## config.mk

```make
export PLATFORM = sky130hd
export DESIGN_NAME = dhlt_cell
export DESIGN_NICKNAME = d
export VERILOG_FILES = /design/src/hw/rtl/assert_macros.svh /design/src/hw/rtl/dhlt_pkg.sv /design/src/hw/rtl/dhlt_cell.sv
export SDC_FILE = /design/constraint.sdc
export NUM_CORES = 1
export LEC_CHECK = 0
export ABC_AREA = 1
export BUFFER_PORTS_ARGS = -buffer_cell sky130_fd_sc_hd__buf_2
export CAP_MARGIN = 20
export CELL_PAD_IN_SITES_DETAIL_PLACEMENT = 1
export CELL_PAD_IN_SITES_GLOBAL_PLACEMENT = 1
export CORE_UTILIZATION = 40
export CTS_CLUSTER_SIZE = 12
export DETAILED_ROUTE_END_ITERATION = 10
export MAX_ROUTING_LAYER = met4
export PLACE_DENSITY = 0.81
export SKIP_CTS_REPAIR_TIMING = 1
export SYNTH_ARGS = -nofsm -noshare
export SYNTH_HDL_FRONTEND = slang
export SYNTH_SLANG_ARGS = --single-unit
```

## constraint.sdc

```tcl
create_clock -name clk -period 2.35 [get_ports clk]
set_input_delay 0.235 -clock clk [delete_from_list [all_inputs] [get_ports clk]]
set_output_delay 0.235 -clock clk [all_outputs]
set_load 0.01 [all_outputs]
```

## src/hw/rtl/assert_macros.svh

```systemverilog
// Assertion macros shared by the link transform RTL.
// Included by dh_link_transform_top, which checks its own pipeline control.
`ifndef ASSERT_MACROS_SVH
`define ASSERT_MACROS_SVH

// Implication checked every clock, muted during reset.
`define ASSERT_IMPL(label, clk, rst_n, ante, cons) \
  label: assert property (@(posedge clk) disable iff (!rst_n) (ante) |-> (cons)) \
    else $error("assertion failed");

// Next-cycle implication, muted during reset.
`define ASSERT_NEXT(label, clk, rst_n, ante, cons) \
  label: assert property (@(posedge clk) disable iff (!rst_n) (ante) |=> (cons)) \
    else $error("assertion failed");

`endif

```

## src/hw/rtl/dhlt_pkg.sv

```systemverilog
// Package for the link transform: sizes, CORDIC constants and helpers.
// Used by every module under hw/rtl.
`default_nettype none
package dhlt_pkg;
  localparam int ANGLE_BITS_DEF = 16;
  localparam int FRAC_BITS_DEF  = 16;
  localparam int STEPS          = 28;
  localparam int XW             = 34;  // CORDIC X/Y width, 30 fraction bits
  localparam int ZW             = 33;  // residual phase width
  localparam logic signed [XW-1:0] GAIN_Q30 = 34'sd652032874;
  localparam int ROT_W          = 18;
  localparam int LEN_W          = 32;
  localparam int ANG_W          = 16;

  typedef logic signed [XW-1:0] cxy_t;
  typedef logic signed [ZW-1:0] cz_t;

  // Angle steps of the CORDIC in 2^32 counts per turn.
  function automatic cz_t atan_step(input int i);
    case (i)
      0: atan_step = 33'sd536870912;  1: atan_step = 33'sd316933406;
      2: atan_step = 33'sd167458907;  3: atan_step = 33'sd85004756;
      4: atan_step = 33'sd42667331;   5: atan_step = 33'sd21354465;
      6: atan_step = 33'sd10679838;   7: atan_step = 33'sd5340245;
      8: atan_step = 33'sd2670163;    9: atan_step = 33'sd1335087;
      10: atan_step = 33'sd667544;    11: atan_step = 33'sd333772;
      12: atan_step = 33'sd166886;    13: atan_step = 33'sd83443;
      14: atan_step = 33'sd41722;     15: atan_step = 33'sd20861;
      16: atan_step = 33'sd10430;     17: atan_step = 33'sd5215;
      18: atan_step = 33'sd2608;      19: atan_step = 33'sd1304;
      20: atan_step = 33'sd652;       21: atan_step = 33'sd326;
      22: atan_step = 33'sd163;       23: atan_step = 33'sd81;
      24: atan_step = 33'sd41;        25: atan_step = 33'sd20;
      26: atan_step = 33'sd10;        default: atan_step = 33'sd5;
    endcase
  endfunction

  // Payload carried alongside the CORDIC through each cell.
  typedef struct packed {
    logic [1:0]              qt;
    logic [1:0]              qa;
    logic signed [LEN_W-1:0] offs;
    logic signed [LEN_W-1:0] len;
  } side_t;
endpackage
`default_nettype wire

```

## src/hw/rtl/dhlt_cell.sv

```systemverilog
// One CORDIC micro-rotation cell for both angles, with its side payload.
// Depends on dhlt_pkg.
`default_nettype none
module dhlt_cell #(
  parameter int STEP = 0
) (
  input  wire logic           clk,
  input  wire logic           adv,
  input  wire dhlt_pkg::cxy_t  xt_i, yt_i, xa_i, ya_i,
  input  wire dhlt_pkg::cz_t   zt_i, za_i,
  input  wire dhlt_pkg::side_t side_i,
  output dhlt_pkg::cxy_t      xt_o, yt_o, xa_o, ya_o,
  output dhlt_pkg::cz_t       zt_o, za_o,
  output dhlt_pkg::side_t     side_o
);
  import dhlt_pkg::*;
  localparam cz_t ATN = atan_step(STEP);
  cxy_t xt_r, yt_r, xa_r, ya_r;
  cz_t  zt_r, za_r;
  side_t side_r;

  // Rotate both vectors one step toward zero residual.
  always_ff @(posedge clk) begin
    if (adv) begin
      if (!zt_i[ZW-1]) begin
        xt_r <= xt_i - (yt_i >>> STEP); yt_r <= yt_i + (xt_i >>> STEP); zt_r <= zt_i - ATN;
      end else begin
        xt_r <= xt_i + (yt_i >>> STEP); yt_r <= yt_i - (xt_i >>> STEP); zt_r <= zt_i + ATN;
      end
      if (!za_i[ZW-1]) begin
        xa_r <= xa_i - (ya_i >>> STEP); ya_r <= ya_i + (xa_i >>> STEP); za_r <= za_i - ATN;
      end else begin
        xa_r <= xa_i + (ya_i >>> STEP); ya_r <= ya_i - (xa_i >>> STEP); za_r <= za_i + ATN;
      end
      side_r <= side_i;
    end
  end
  assign xt_o = xt_r; assign yt_o = yt_r; assign zt_o = zt_r;
  assign xa_o = xa_r; assign ya_o = ya_r; assign za_o = za_r;
  assign side_o = side_r;
endmodule
`default_nettype wire

```

==> reports/results.txt, run 1 <==
Wire length of the first global-routing pass: 157.5 mm. Count of endpoints failing hold in the final timing report: 0. The top flip-flop cell by instance count after synthesis is sky130_fd_sc_hd__edfxtp_1. The logs give 517.0 uV for the worst-case vdd ir drop and 14.60 ps for the smallest hold slack. STA puts the critical path data required time at 2630 ps.

Measured along the x axis, the die boundary spans 239.6 um. Cells fill 57.44% of the core in the end. The critical path goes through buf_2 > inv_1 > ha_1 > nand2_1 > nor2_1 > nand2_1 > nor2_1 > nand3b_2 > buf_4 > nand2_1 > inv_1 > o22ai_1.

In this run the mean area of a mapped cell was 7.415 sq um. The total of buffers placed on input and output ports was 541; the multiplexer share of the synthesized area was 0.04432%. The critical path's largest stage delay was 650 ps. The critical path in this run is classified as primary input to flip-flop. Summing every instance area after synthesis gives 0.02259 sq mm. The y dimension of the die was 239.6 um; the number of buffers created by CTS was 35. The actual transition at the worst max-transition pin was 1061 ps. The run finished, with violations left. The worst setup path is captured at a flip-flop. The cell with the largest stage delay on the worst path was sky130_fd_sc_hd__nor2_1. In the final design database the tool counted 4629 nets.

The clock period minus worst slack is 2605 ps, and the remaining design rule violation count is 0. The count of different cell masters after synthesis was 50; the post-synthesis adder-cell area fraction was 11.95%. The total detailed-routing wirelength is 123.7 mm. The worst setup path is launched from a primary input.

Counting every net in the synthesized netlist gives 3529. The run gives 4 as the total of endpoints with negative setup slack in the final report. For the static leakage, the log shows 16.03 nW.

The run gives 0 as the number of synthesis warnings. The synthesized netlist devotes 13.75% of its cell area to compound gates. For this block, the via count after detailed routing is 27.91k.

The combinational family with the most area after synthesis was simple AND/OR/NAND/NOR gates. Relative to the synthesized area, the layout overhead comes to 40.93%. The pin count of the biggest net entering global routing came out at 70. The congestion estimate from routability-driven global placement came to 1.059. Clock-pin slew was measured on the worst setup and hold paths at 50 ps. The critical path's most frequent cell is sky130_fd_sc_hd__nand2_1. The synthesized design contains 268 enable-type register cells. The initial utilization of the core area, before any placement, comes to 40.76%. The tool flagged a number of max-cap violations equal to 0. Top achievable clock speed: 383.8 MHz. The via count of the first global-routing pass is 27.02k. The number of vias per cell after detailed routing was 5.655. For this design the ratio of total power to cell area is 602.9 mW/mm^2.

For this block, the initial DRC count from the detailed router was 2196. After filler insertion, the fill cell instance count of the layout stands at 7232. The wire-length estimate of the detail-placed layout is 87.47 mm. In this run the worst hold path is classified as primary input to flip-flop. The core outline area was 0.05542 sq mm; the peak fanout along the critical path was 6. The H-tree was split into 2 levels. The tools report the post-route non-filler standard cell count as 4935. The post-detailed-route wirelength per cell is 25.07 um. The final critical-path share of the clock period was 110.9%; the normalized max-slew margin was 28.51%.

Of the cells placed in the final design, the portion with a size suffix greater than 1 is 27.93%. Counting flops and latches in the post-synthesis netlist gives 268. The root buffer selected by CTS is sky130_fd_sc_hd__clkbuf_16.

For this run, asynchronously set or reset flops after synthesis account for 0%. The post-synthesis share of cell area spent on and, or, nand and nor gates was 27.41%; the share of synthesized area occupied by flip-flops and latches was 35.63%. The share of the synthesized netlist area taken by xor and xnor gates is 1.939%, and the length of the first detailed-routing pass in iterations is 5. Counting every instance in the synthesized netlist gives 3046. Number of max-slew violations in the final report: 0.

Row generation in the floorplan step produced 86 rows. The number of top-level design ports is 542, and the final setup TNS is -878.7 ps. The endpoint arrival time on the critical path was 2890 ps. The longest clock path from root to sink contains 3 buffers. TritonCTS built the clock tree. The logs give 37.24% for the overall fraction of global-route tracks in use and 0 for the leftover overflow at the end of global routing. The die covers 0.05742 sq mm. The final critical-path setup slack was -255.3 ps; the TritonCTS sink count was 268.

The number of nets with antenna violations after detailed routing is 0. The number of placed instances, taps included, is 4730. The checks that failed: setup timing.

The logs give -222.6 ps for the setup slack after placement and 13 for the number of antenna violations at the first check in global routing.
==> registers in the layout, summed over array words and instances, names as in the netlist <==
register	count
side_o	68
xa_o	34
yt_o	34
xt_o	33
ya_o	33
za_o	33
zt_o	33
==> cell usage in the layout, fill, tap and decap left out, types with 14 or more instances in the layout <==
| master | netlist | layout |
|---|---|---|
| sky130_fd_sc_hd__a21oi_1 | 256 | 256 |
| sky130_fd_sc_hd__buf_4 | 44 | 476 |
| sky130_fd_sc_hd__dlygate4sd3_1 | 0 | 127 |
| sky130_fd_sc_hd__ha_1 | 203 | 203 |
| sky130_fd_sc_hd__o21ai_0 | 161 | 161 |
| sky130_fd_sc_hd__clkbuf_16 | 0 | 35 |
| sky130_fd_sc_hd__inv_1 | 395 | 394 |
| sky130_fd_sc_hd__diode_2 | 0 | 20 |
| sky130_fd_sc_hd__o21bai_1 | 20 | 20 |
| sky130_fd_sc_hd__nand4_1 | 22 | 22 |
| sky130_fd_sc_hd__buf_2 | 22 | 540 |
| sky130_fd_sc_hd__o21ai_1 | 34 | 34 |
| sky130_fd_sc_hd__nand3_1 | 289 | 289 |
| sky130_fd_sc_hd__xor2_1 | 49 | 49 |
| sky130_fd_sc_hd__nand2_1 | 777 | 777 |
| sky130_fd_sc_hd__nand2_2 | 20 | 20 |
| sky130_fd_sc_hd__nor3_1 | 28 | 28 |
| sky130_fd_sc_hd__nor2_2 | 15 | 15 |
| sky130_fd_sc_hd__nor2_1 | 260 | 260 |
| sky130_fd_sc_hd__inv_2 | 12 | 14 |
| sky130_fd_sc_hd__o211ai_1 | 14 | 14 |
| sky130_fd_sc_hd__a21o_1 | 28 | 28 |
| sky130_fd_sc_hd__edfxtp_1 | 268 | 268 |
==> synthesized netlist by cell type (6+ instances only) <==
cell type / number / area (sq um)
sky130_fd_sc_hd__o21ai_0: 161 / 805.8
sky130_fd_sc_hd__nand2_2: 20 / 125.1
sky130_fd_sc_hd__o211ai_1: 14 / 105.1
sky130_fd_sc_hd__nor3_1: 28 / 140.1
sky130_fd_sc_hd__xor2_1: 49 / 429.2
sky130_fd_sc_hd__clkbuf_1: 15 / 56.30
sky130_fd_sc_hd__o21a_1: 7 / 52.55
sky130_fd_sc_hd__a21oi_1: 256 / 1281
sky130_fd_sc_hd__nand3_1: 289 / 1446
sky130_fd_sc_hd__o22ai_1: 12 / 75.07
sky130_fd_sc_hd__buf_2: 22 / 110.1
sky130_fd_sc_hd__a21oi_2: 9 / 78.83
sky130_fd_sc_hd__buf_4: 44 / 330.3
sky130_fd_sc_hd__fa_1: 8 / 160.2
sky130_fd_sc_hd__nor2_2: 15 / 93.84
sky130_fd_sc_hd__or2_1: 7 / 43.79
sky130_fd_sc_hd__ha_1: 203 / 2540
sky130_fd_sc_hd__o31ai_1: 8 / 60.06
sky130_fd_sc_hd__edfxtp_1: 268 / 8048
sky130_fd_sc_hd__nand3_2: 6 / 60.06
sky130_fd_sc_hd__a21o_1: 28 / 210.2
sky130_fd_sc_hd__nor3_2: 6 / 60.06
sky130_fd_sc_hd__inv_2: 12 / 45.04
sky130_fd_sc_hd__nand4_1: 22 / 137.6
sky130_fd_sc_hd__o21bai_1: 20 / 150.1
sky130_fd_sc_hd__or2_2: 8 / 50.05
sky130_fd_sc_hd__nand2_1: 777 / 2917
sky130_fd_sc_hd__nor2_1: 260 / 975.9
sky130_fd_sc_hd__o21ai_1: 34 / 170.2
sky130_fd_sc_hd__inv_1: 395 / 1483
==> report_power, final <==
group	internal [mW]	total, mW	switching (mW)
combinational	2.73	7.18	4.45
sequential	5.95	6.28	0.334
clock	3.09	5.73	2.63
==> cell type report <==
class	instances	area [sq um]	area share, %
Antenna cell	20	50.05	0.1572
Clock inverter	20	225.2	0.7075
Multi-Input combinational cell	2281	12440	39.10
Timing Repair Buffer	1151	7702	24.20
Inverter	409	1538	4.831
Sequential cell	268	8048	25.28
Clock buffer	38	887.1	2.787
Tap cell	748	935.9	2.940
==> worst paths after layout <==
kind / end / startpoint / cells past startpoint / slack (ps)
setup / recovery: yt_o[9] / xt_i[2] / 12 / -260
hold / removal: ya_o[32] / adv / 1 / 10
==> routing by layer <==
| layer | track usage (%) | wire length, um | up-vias |
|---|---|---|---|
| met4 | 18.63 | 10080 | 0 |
| met5 | - | 0 | - |
| met1 | 42.38 | 44270 | 13480 |
| met2 | 63.74 | 59210 | 1520 |
| met3 | 5.359 | 10160 | 593 |
| li1 | - | - | 12310 |
==> kinds of logic after synthesis <==
family | count (synthesis)
buffers and inverters | 497
flip-flops | 268
AO/OA/AOI/OAI | 564
XOR/XNOR | 50
AND/OR/NAND/NOR | 1455
adder cells (fa/ha/maj) | 211
multiplexers | 1
==> stage by stage <==
stage	power, mW	area (sq um)
after global placement	12.55	29400
after floorplan	9.364	22590
after global routing	19.71	31820
after CTS	18.25	30510
after detailed placement	12.78	29400
final	19.19	31830
==> critical path, delay by kind of cell <==
kind / cells / cell delay (ps)
buffers and inverters: 4 / 390
adders and majority gates: 1 / 470
and+or+nand+nor: 6 / 1670
AOI/OAI and AO/OA: 1 / 90
(Power assumes the default switching activity.)
==> inputs of run 2 (changes only) <==
- BUFFER_PORTS_ARGS: -buffer_cell sky130_fd_sc_hd__buf_2 -> default
- CORE_UTILIZATION: 40 -> 47
- DONT_BUFFER_PORTS: default -> 1
- PLACE_DENSITY: 0.81 -> 0.8
==> reports/results.txt, run 2 (synthesized netlist as in run 1, its figures left out) <==
The logs give 5868 (-19%) for the total of fill cells in the finished design and 0 (unchanged) for the max-capacitance violation count. The number of top-level design ports was 542 (unchanged); the via count of the first global-routing pass was 25.19k (-6.8%). Final critical-path share of the clock period: 103.2% (-7.7 points). The post-detailed-route wirelength per cell is 29.84 um (+19%), and the count of endpoints failing hold in the final timing report is 45 (+45). The tools report the post-route non-filler standard cell count as 4056 (-18%). Leaving out fill and tap cells, the most frequent cells in the layout are sky130_fd_sc_hd__nand2_1 (777), sky130_fd_sc_hd__inv_1 (394), sky130_fd_sc_hd__nand3_1 (289).

Chip width: 221.2 um (-7.7%). In this run the worst setup path begins at xt_i[5]. TritonCTS built the clock tree. The run gives 3902 (-16%) as the count of nets after finishing. The die area is 0.04894 sq mm (-15%).

The number of antenna violations at the first check in global routing is 10 (-3). The tightest min-delay check is of the primary input to flip-flop type. The tree is rooted in a sky130_fd_sc_hd__clkbuf_16. Wire length of the first global-routing pass: 150.3 mm (-4.5%).

The checks that failed: hold timing, setup timing. The logs give -74.59 ps (+180.7 ps) for the final critical-path setup slack and 412.4 MHz (+7.5%) for the top achievable clock speed. The power density over cell area was 636.2 mW/mm^2 (+5.5%). The number of flip-flops in the largest register works out to 68 (unchanged).

Pin count of the biggest net entering global routing: 269 (+280%). The run gives -244.8 ps (-259.4 ps) as the smallest hold slack. The logs give 1.010 (-4.7%) for the global placement routability congestion and 3 (unchanged) for the maximum buffer depth of the clock tree. Relative to the synthesized area, the layout overhead comes to 21.23%. The total of buffers placed on input and output ports came out at 0 (-100%). The number of cells traversed by the worst hold path was 0 (-1).

The tools report the core outline area as 0.04695 sq mm (-15%). The clock period minus worst slack was 2425 ps (-180.7 ps); the share of final-layout standard cells stronger than drive strength 1 was 12.25% (-16 points). The class of the most critical setup path was primary input to flip-flop. The tools report the CTS H-tree depth as 1 (-1).

The tools report the number of buffers created by CTS as 31 (-11%). Detailed placement HPWL: 84.32 mm (-3.6%). Number of vias per cell after detailed routing: 6.336 (+12%). The clock slew seen by the registers of the worst setup and hold paths was 60 ps (about the same); the violation count after the first detailed-route iteration was 2422 (+10%). The overall fraction of global-route tracks in use was 41.69% (+4.4 points); the static leakage was 12.92 nW (-19%). Leaving out fill and tap cells, the most frequent cell in the layout is sky130_fd_sc_hd__nand2_1.

The leftover overflow at the end of global routing was 0 (unchanged); the number of placement rows was 79 (-8.1%). The tools report the core occupancy in the finished layout as 58.32% (+0.88 points). The number of nets with antenna violations after detailed routing was 0 (unchanged); the endpoint arrival time on the critical path was 2780 ps (-110 ps). The most critical setup path has its endpoint at xt_o[32].

The number of max-slew violations in the final report came out at 0 (unchanged). The total detailed-routing wirelength was 121.0 mm (-2.2%). The y dimension of the die was 221.2 um (-7.7%); the data required time of the worst path was 2710 ps (+80 ps). For the total vias in the final route, the log shows 25.70k (-7.9%).

The initial core utilization is 48.11% (+7.3 points). The run finished, with violations left. The TritonCTS sink count was 268 (unchanged). For the normalized max-slew margin, the log shows 23.12% (-5.4 points). STA classifies the critical path startpoint as a primary input. The number of cells after detailed placement is 3855 (-18%).

The worst-case vdd ir drop is 559.8 uV (+8.3%). For the remaining design rule violation count, the log shows 0 (unchanged). The worst setup path is captured at a flip-flop. The peak fanout along the critical path was 9 (+3); the length of the first detailed-routing pass in iterations was 6 (+1). The total of endpoints with negative setup slack in the final report was 4 (unchanged); the actual transition at the worst max-transition pin was 1153 ps (+92.02 ps).
-- run 2: through the flow --
| step | setup TNS (ps) | power, mW | cell area [sq um] | worst slack, ps | hold WS, ps |
|---|---|---|---|---|---|
| after global placement | -903.9 | 11.30 | 25000 | -169.7 | 333.9 |
| after CTS | 0 | 16.26 | 25930 | 240.2 | -317.8 |
| after global routing | -1624 | 17.76 | 27370 | -300.4 | -257.2 |
| after floorplan | 0 | 9.364 | 22590 | 396.3 | 333.9 |
| after detailed placement | -6866 | 11.58 | 25000 | -338.8 | 333.9 |
| final | -208.2 | 17.42 | 27380 | -74.59 | -244.8 |
-- run 2: worst min path at each step --
stage / start / end / slack (ps)
global route: adv / ya_o[24] / -260
detailed placement: za_i[26] / za_o[26] / 330
floorplan: side_i[0] / side_o[0] / 330
CTS: za_i[2] / za_o[2] / -320
global placement: side_i[54] / side_o[54] / 330
finish: adv / xa_o[32] / -240
-- run 2: layout make-up --
cell class | count | area (sq um) | area share (%)
Antenna cell | 13 | 32.53 | 0.1188
Tap cell | 607 | 759.5 | 2.774
Multi-Input combinational cell | 2281 | 12440 | 45.45
Clock buffer | 37 | 798.3 | 2.915
Clock inverter | 13 | 130.1 | 0.4752
Sequential cell | 268 | 8048 | 29.39
Inverter | 409 | 1538 | 5.616
Timing Repair Buffer | 428 | 3631 | 13.26
-- run 2: where the power goes --
| group | switching, mW | leakage [nW] | internal [mW] |
|---|---|---|---|
| Combinational | 3.64 | 9.85 | 1.96 |
| Sequential | 0.754 | 2.62 | 5.98 |
| Clock | 2.46 | 0.451 | 2.62 |
-- run 2: critical path, cell delays in order --
cell and delay, ps:
sky130_fd_sc_hd__inv_1 40, sky130_fd_sc_hd__ha_1 600, sky130_fd_sc_hd__a21oi_1 280, sky130_fd_sc_hd__o21ai_0 620
sky130_fd_sc_hd__inv_1 160, sky130_fd_sc_hd__nand2_1 140, sky130_fd_sc_hd__nand2_1 80, sky130_fd_sc_hd__nand2_1 190
sky130_fd_sc_hd__nand2_1 130, sky130_fd_sc_hd__nand2_1 100, sky130_fd_sc_hd__nand2_1 60, sky130_fd_sc_hd__nand3_1 80
sky130_fd_sc_hd__nand2_1 50
-- run 2: metal layers --
| layer | vias up | share of wire (%) | GRT usage (%) |
|---|---|---|---|
| met4 | 0 | 12 | 26.01 |
| li1 | 10840 | - | - |
| met5 | - | 0 | - |
| met2 | 1747 | 47 | 72.20 |
| met3 | 862 | 9.1 | 7.967 |
| met1 | 12250 | 32 | 43.69 |
